<file path="src/design/dfbp_ram.sv">
// ---------------------------------------------------------------------------
// dfbp_ram
// Generic RAM, one write port, two registered read ports.
// ---------------------------------------------------------------------------
module dfbp_ram #(
    parameter int WIDTH  = 8,
    parameter int DEPTH  = 16,
    parameter int ADDR_W = 4
) (
    input  logic              i_clk,
    input  logic              i_we,
    input  logic [ADDR_W-1:0] i_waddr,
    input  logic [WIDTH-1:0]  i_wdata,
    input  logic [ADDR_W-1:0] i_raddr_a,
    output logic [WIDTH-1:0]  o_rdata_a,
    input  logic [ADDR_W-1:0] i_raddr_b,
    output logic [WIDTH-1:0]  o_rdata_b
);
    logic [WIDTH-1:0] r_mem [DEPTH];

    always_ff @(posedge i_clk) begin
        if (i_we) begin
            r_mem[i_waddr] <= i_wdata;
        end
        o_rdata_a <= r_mem[i_raddr_a];
        o_rdata_b <= r_mem[i_raddr_b];
    end
endmodule

</file>
<file path="config.mk">
export PLATFORM = sky130hd
export DESIGN_NAME = dfbp_ram
export DESIGN_NICKNAME = d
export VERILOG_FILES = /design/src/design/dfbp_ram.sv
export SDC_FILE = /design/constraint.sdc
export NUM_CORES = 1
export LEC_CHECK = 0
export ABC_CLOCK_PERIOD_IN_PS = 1540
export BUFFER_PORTS_ARGS = -buffer_cell sky130_fd_sc_hd__clkbuf_2
export CAP_MARGIN = 20
export CORE_MARGIN = 2
export CORE_UTILIZATION = 55
export DETAILED_ROUTE_END_ITERATION = 16
export PLACE_DENSITY = 0.78
export SLEW_MARGIN = 10
export SYNTH_ARGS = -nofsm -noshare
export SYNTH_HDL_FRONTEND = slang
export SYNTH_SLANG_ARGS = --single-unit
</file>
<file path="constraint.sdc">
create_clock -name i_clk -period 1.54 [get_ports i_clk]
set_clock_uncertainty 0.05 [all_clocks]
set_input_delay 0.077 -clock i_clk [delete_from_list [all_inputs] [get_ports i_clk]]
set_output_delay 0.077 -clock i_clk [all_outputs]
set_load 0.02 [all_outputs]
</file>
# [After elaboration in Yosys (flattened, before gate mapping)]
# Memories as Yosys holds them, arrays and structs flattened. A register that Yosys moved wholly into a read port is not among the register bits.
# Index checks and enable logic that the tools add are counted.
[totals] mem_bits_rw=128 register_bits=0 in_bits=22 memories=1 out_inout_bits=16
[op_classes] n_mux=2
[memory_table] memory="r_mem" depth=16 word_bits=8 read_ports=2 rd_ports_with_merged_regs=2 wr=1 line="19" rtl="logic [WIDTH-1:0] r_mem [DEPTH];"
[ops] operator="2-to-1 mux 1 bit" n=2

# [Depth between registers and ports, before layout]
# Gate-level depths: netlist of the first run.
[logic_depth] word_depth=2 mapped_depth=5 ltp_nobuf=3

# [Worst setup path before layout of the first run]
# OpenSTA, ideal clock, no wires.
[synth_timing] kind="input -> register" start="input i_waddr[2]" end="memory r_mem[0][0], enable pin" arrival_time_ps=1187 setup_time_ps=383 cell_stages=2 n_path_buf=0 slack_ps=-80 required_time_ps=1107 cell_sequence="or3b_2 > nor3_1"
[synth_rtl] item="start: declaration" line="12" rtl="input logic [ADDR_W-1:0] i_waddr,"
[synth_rtl] item="end: declaration" line="19"
# Straight into the memory's write port.

==> flow_summary.yaml, run 1 <==
status:
  status: "completed"
global_route:
  pin_count_of_the_biggest_net_entering_global_routing: 19
  first_global_vias: 3625
  global_route_total_overflow: 0
  grt_antenna_before_repair: 0
  grt.total_usage_pct: 25.1
  grt_pass1_wl_mm: 21.8
power_and_ir_drop:
  max-vdd-ir-drop_v: 0.00124
  power.total_mw: 9.25
  clkPwrFrac_pct: 44.4
  p_switching_mw: 2.02
  cell_internal_pwr_mw: 7.24
  power-per-cell-area_nw_per_um2: 1240
  power.sequential.fraction_pct: 47.7
  combinational_power_share_pct: 7.9
  switching_share_pct: 21.8
  cellLeakagePower_nw: 2.63
place:
  io_buffers: 37
  hpwlAfterDp_mm: 8.90
  placedInstanceArea_sq_um: 6840
  gpl.final_weighted_congestion: 0.790
  detailedPlace.worstSlack_ns: -0.0220
final_layout:
  layout-area-overhead-vs-synth_pct: 17.5
  drive_above_1_share_pct: 35.1
  nNetsFinal: 396
  final_util_pct: 65.9
  diodes: 0
  fin_area_sq_um: 7460
clock_tree:
  num_cts_buffers: 17
  cts.root.buffer_cell: "sky130_fd_sc_hd__clkbuf_16"
  tritoncts: "built"
  cts.path.max_buffers: 2
  cts.sinks: 144
  worst_setup_hold_path_clk_slew_ns: 0.06
  htree_levels: 4
  clock_latency_on_the_worst_skew_pair_ns: 0.42
drt:
  drt_drc_violations_left: 0
  dr_wl_cell_um: 27.5
  viasPerCell: 6.62
  detail_route.first_pass.iterations: 5
  vias_after_detailed_routing: 3509
  route.antenna.remaining_nets: 0
  routed_wl_mm: 14.6
  drtIter0Drc: 564
synthesis:
  mean_instance_size_in_the_synthesized_netlist_sq_um: 20.7
  yosysWarningCount: 0
  mappedNetlistNets: 329
  number_of_synthesized_flops_with_an_enable_pin: 128
  postSynthRegisterBits: 144
  share_of_synthesized_registers_carrying_an_async_set_or_reset_pct: 0
  synthesis.area_sq_um: 6350
  postSynth.topFlopCell: "sky130_fd_sc_hd__edfxtp_1"
  synthCells: 307
  synth_sequential_area_ratio_pct: 65.6
  yosysUniqueCellTypes: 20
sta:
  slew_viol_final: 0
  post_route_clock_period_utilization_pct: 96.7
  final.min_clock_period_ns: 1.49
  timing_hold_violations_final: 0
  fin_ws_ns: 0.0502
  achievable_frequency_ghz: 0.671
  tightestPinTransition_ns: 1.18
  slew_headroom_pct: 21.0
  rsz_0062_raised_after_global_routing: "no"
  fin_worst_hold_slack_ns: 0.0273
  setup_violations: 0
floorplan:
  core_area_sq_um: 11300
  floorplan.rows: 39
  die_area_sq_um: 12400
  starting_density_pct: 56.1
  num_io_pins: 38
  chipHeight_um: 111
  chipWidth_um: 111
setup_path:
  timing.rr.end: "o_rdata_a[0]"
  cp-start-kind: "flip-flop"
  r2r_cells: 3
  crit-reg2reg-launch: "r_mem[3][0]"
  critical_path_required_ns: 1.80
  worst_ep_arrival_time_ns: 1.75
  critical_path_peak_fanout: 2
  cpPeakStageDelay_ns: 0.64
  worstSetupEndpointType: "flip-flop"
  critPathTopFamily: "multiplexers"
  slowest_cell_on_the_critical_path: "sky130_fd_sc_hd__mux4_4"
  reg2reg_setup_slack_ns: 0.05
  cp.buffers_inverters: 0
  timing_worst_setup_path_type: "flip-flop to flip-flop"
  critical_path.cell_chain: "mux4_4 > a22oi_2 > nand2_1"
hold_path:
  worstHoldPathType: "primary input to flip-flop"
  hold-path-cell-count: 1
  worst_hold_path.endpoint: "r_mem[12][1]"
  hold_start: "i_wdata[1]"
flow_run:
  timing.max_cap.violations: 0
[kinds of logic after synthesis]
kind of cell / after synthesis / share of synthesized area [%]
flops: 144 / 65.6
mux: 64 / 24.4
buf+inv: 20 / 2.72
compound gates: 32 / 3.79
simple gates: 47 / 3.43
[cell type report]
cell class,count,area (sq um)
fillers,734,3860
multi-input cells,143,2020
flip-flops and latches,144,4160
clock buffers,18,429
repair buffers,68,495
well taps,143,179
clock inverters,14,166
[cell usage after synthesis, types with 4 or more instances]
cell type	number	area share (%)
sky130_fd_sc_hd__nand2_1	17	1.0
sky130_fd_sc_hd__mux4_1	28	12
sky130_fd_sc_hd__buf_2	6	0.47
sky130_fd_sc_hd__nor3_1	4	0.32
sky130_fd_sc_hd__edfxtp_1	128	61
sky130_fd_sc_hd__dfxtp_1	16	5.0
sky130_fd_sc_hd__mux4_2	34	12
sky130_fd_sc_hd__clkdlybuf4s25_2	6	0.95
sky130_fd_sc_hd__buf_6	6	1.1
sky130_fd_sc_hd__nor2_1	14	0.83
sky130_fd_sc_hd__a22oi_1	32	3.8
[metrics by stage]
step	TNS, ns	instances
after floorplan	0	307
after global placement	-0.00517	497
after detailed placement	-0.0284	497
after CTS	0	530
after global routing	0	530
final	0	530
[per-layer routing]
metal / GRT usage [%] / routed length [um]
met5: 0 / 0
met4: 10.7 / 381
met3: 6.80 / 1220
met2: 39.6 / 7400
met1: 33.8 / 5560
[worst register-to-register path, stage by stage (launching register included)]
cell and delay, ns:
sky130_fd_sc_hd__edfxtp_1 0.42, sky130_fd_sc_hd__mux4_4 0.64, sky130_fd_sc_hd__a22oi_2 0.21, sky130_fd_sc_hd__nand2_1 0.07
[power groups by stage]
stage / Clock [mW] / Combinational [mW] / Sequential, mW
after global routing: 4.29 / 0.780 / 4.43
after detailed placement: 0 / 0.720 / 4.50
after floorplan: 0 / 0.395 / 4.55
after global placement: 0 / 0.707 / 4.49
after CTS: 4.14 / 0.730 / 4.42
final: 4.11 / 0.731 / 4.42
[worst max-delay path by stage]
| stage | from | end | slack [ns] | cells past startpoint |
|---|---|---|---|---|
| 6_report | r_mem[3][0] | o_rdata_a[0] | 0.05 | 3 |
| 5_1_grt | r_mem[3][0] | o_rdata_a[0] | 0.004 | 3 |
| 2_1_floorplan | i_waddr[2] | r_mem[3][0] | 0.15 | 2 |
| 3_5_place_dp | i_raddr_a[3] | o_rdata_a[7] | -0.02 | 4 |
| 4_1_cts | r_mem[3][0] | o_rdata_a[0] | 0.06 | 3 |
| 3_3_place_gp | i_raddr_a[3] | o_rdata_a[7] | -0.005 | 4 |
[placed cells by master (no fill, tap or decap), types with 6 or more instances in the layout]
cell type / netlist / final
sky130_fd_sc_hd__nor2_1: 14 / 14
sky130_fd_sc_hd__a22oi_1: 32 / 30
sky130_fd_sc_hd__clkbuf_2: 0 / 37
sky130_fd_sc_hd__clkbuf_16: 0 / 17
sky130_fd_sc_hd__buf_4: 2 / 24
sky130_fd_sc_hd__mux4_2: 34 / 34
sky130_fd_sc_hd__nand2_1: 17 / 17
sky130_fd_sc_hd__dfxtp_1: 16 / 16
sky130_fd_sc_hd__mux4_1: 28 / 28
sky130_fd_sc_hd__buf_12: 0 / 6
sky130_fd_sc_hd__edfxtp_1: 128 / 128
[registers in the layout, indices dropped and copies added (netlist names)]
| name | cells |
|---|---|
| r_mem | 128 |
| o_rdata_a | 8 |
| o_rdata_b | 8 |
[timing repair]
item,4_1_cts,5_1_grt
hold endpoints to repair,16,0
resized for setup,0,2
hold buffers,1,0
buffers inserted,0,0
endpoints found under the setup margin,0,2
Note: power is estimated with default switching activity, not from simulation.
==> inputs of run 2 (changes only) <==
Settings changed: CORE_UTILIZATION 55 to 45, CTS_BUF_LIST set to sky130_fd_sc_hd__clkbuf_8, PLACE_DENSITY 0.78 to 0.66, SKIP_LAST_GASP set to 1.
==> run 2 against run 1 <==
Net effect: cell count increased by 7.9%; worst hold slack improved by 0.0013 ns; sequential share of layout area rose by 1.3 points; largest cell class unchanged; largest power group unchanged; global-route usage is 4.5 points lower; worst setup slack better by 0.0033 ns; register-to-register slack barely moved; critical path depth is the same.
==> flow_summary.yaml, run 2 (synthesis results as in run 1) <==
final_layout:
  largest_reg_flops: 128
  layout.filler_cells: 1070
  multi_input_area_sq_um: 2010
  nNetsFinal: 401
  drive_above_1_share_pct: 34.7
  sequential_cell_area_sq_um: 4160
  most-common-layout-cells: "sky130_fd_sc_hd__edfxtp_1 (128), sky130_fd_sc_hd__clkbuf_2 (37), sky130_fd_sc_hd__mux4_2 (34), sky130_fd_sc_hd__a22oi_1 (32), sky130_fd_sc_hd__mux4_1 (28)"
  diodes: 0
  max_flop_register: "r_mem"
  fin_area_sq_um: 7290
  largest_registers: "r_mem: 128 flops, o_rdata_a: 8 flops, o_rdata_b: 8 flops"
  layout-area-overhead-vs-synth_pct: 14.9
  most_common_cell_after_layout_fill_and_taps_aside: "sky130_fd_sc_hd__edfxtp_1"
clock_tree:
  cts.path.max_buffers: 2
  htree_levels: 4
  tritoncts: "built"
  cts.root.buffer_cell: "sky130_fd_sc_hd__clkbuf_8"
  cts.sinks: 144
  worst_setup_hold_path_clk_slew_ns: 0.08
  num_cts_buffers: 17
  post-cts-setup-buffers: 0
  clock_latency_on_the_worst_skew_pair_ns: 0.45
drt:
  route.antenna.remaining_nets: 0
  detail_route.first_pass.iterations: 5
  met3WireLength_um: 783
  dr_wl_cell_um: 24.8
  dr_wl_met2_mm: 7.26
  drtIter0Drc: 324
  drt_drc_violations_left: 0
  maxUsedRoutingLayer: "met4"
  detail_route.wirelength.met1_mm: 5.96
  viasPerCell: 6.03
  vias_after_detailed_routing: 3449
  routed_wl_mm: 14.2
setup_path:
  critical_path.cell_chain: "mux4_4 > a22oi_1 > nand2_1"
  crit-reg2reg-launch: "r_mem[3][0]"
  worst_ep_arrival_time_ns: 1.77
  critical_path_peak_fanout: 2
  path_depth: 3
  cp-start-kind: "flip-flop"
  cpPeakStageDelay_ns: 0.62
  timing_worst_setup_path_type: "flip-flop to flip-flop"
  r2r_cells: 3
  worstSetupEndpointType: "flip-flop"
  cp.buffers_inverters: 0
  critPathTopFamily: "multiplexers"
  critical_path_required_ns: 1.82
  cp_startpoint: "r_mem[3][0]"
  slowest_cell_on_the_critical_path: "sky130_fd_sc_hd__mux4_4"
hold_path:
  hold_start: "i_wdata[2]"
  hold-path-cell-count: 1
  worstHoldPathType: "primary input to flip-flop"
sta:
  rsz_0062_raised_after_global_routing: "no"
  slew_headroom_pct: 28.4
  fin_worst_hold_slack_ns: 0.0287
  tightestPinTransition_ns: 1.07
  setup_tns_ns: 0
  setup_violations: 0
  achievable_frequency_ghz: 0.673
  final.min_clock_period_ns: 1.49
  slew_viol_final: 0
  timing_hold_violations_final: 0
  post_route_clock_period_utilization_pct: 96.5
  fin_ws_ns: 0.0535
floorplan:
  chipHeight_um: 123
  starting_density_pct: 45.9
  num_io_pins: 38
  chipWidth_um: 123
  core_area_sq_um: 13800
  die_area_sq_um: 15100
  floorplan.rows: 43
global_route:
  first_global_vias: 3568
  grt_antenna_before_repair: 0
  pin_count_of_the_biggest_net_entering_global_routing: 17
  grt.total_usage_pct: 20.6
  grt_pass1_wl_mm: 21.4
  global_route_total_overflow: 0
place:
  hpwlAfterDp_mm: 9.61
  detailedPlace.worstSlack_ns: -0.0884
  placedInstanceArea_sq_um: 6890
  io_buffers: 37
  gpl.final_weighted_congestion: 0.769
power_and_ir_drop:
  power.sequential.fraction_pct: 56.2
  cell_internal_pwr_mw: 6.03
  switching_share_pct: 23.3
  combinational_power_share_pct: 9.3
  p_switching_mw: 1.83
  clkPwrFrac_pct: 34.4
  max-vdd-ir-drop_v: 0.000512
  cellLeakagePower_nw: 2.55
  power-per-cell-area_nw_per_um2: 1080
flow_run:
  timing.max_cap.violations: 0
status:
  status: "completed"
run 2: cell count changes in the layout (fill, tap and decap cells not counted), sizes merged:
cell,previous run,this run
clkbuf,55,56
dlygate4sd3,1,4
bufinv,3,1
buf,30,32
clkinvlp,2,3
inv,1,2
clkinv,8,7
run 2: repair_timing:
action / in CTS / in global routing
gates resized for setup: 0 / 0
endpoints found under the setup margin: 0 / 0
endpoints found under the hold margin: 58 / 0
hold buffers: 4 / 0
run 2: path summary, 6_finish.rpt:
path	to	slack, ns
setup / recovery	o_rdata_a[0]	0.05
hold / removal	r_mem[1][2]	0.03
setup reg to reg	o_rdata_a[0]	0.05
hold reg to reg	o_rdata_b[6]	0.66
run 2: power groups by stage:
stage / logic (mW) / registers, mW / clock network (mW)
final: 0.734 / 4.42 / 2.70
after global routing: 0.787 / 4.43 / 2.94
after CTS: 0.737 / 4.42 / 2.75
after detailed placement: 0.728 / 4.50 / 0
after global placement: 0.720 / 4.50 / 0
after floorplan: 0.395 / 4.55 / 0
run 2: layout make-up:
cell class	instances	share of cell area [%]
clock buffers	19	3.59
clock inverters	13	1.34
multi-input cells	143	27.6
flip-flops and latches	144	57.1
well taps	180	3.09
repair buffers	73	7.24
run 2: worst reg2reg max path, cell delays in order (launching register included):
cell                       delay, ns
sky130_fd_sc_hd__edfxtp_1       0.39
sky130_fd_sc_hd__mux4_4         0.62
sky130_fd_sc_hd__a22oi_1        0.24
sky130_fd_sc_hd__nand2_1        0.08
run 2: metal layers:
metal,GRT usage [%],vias to the layer above
met5,0,-
met4,6.54,0
met3,5.02,20
met2,33.6,125
met1,27.4,1825
li1,-,1479
run 2: metrics by stage:
stage               power, mW  cells  utilization, %
floorplan                4.94    307               -
global placement         5.22    536            49.8
detailed placement       5.23    536            49.8
CTS                      7.90    572            52.7
global route             8.15    572            52.7
finish                   7.86    572            52.7
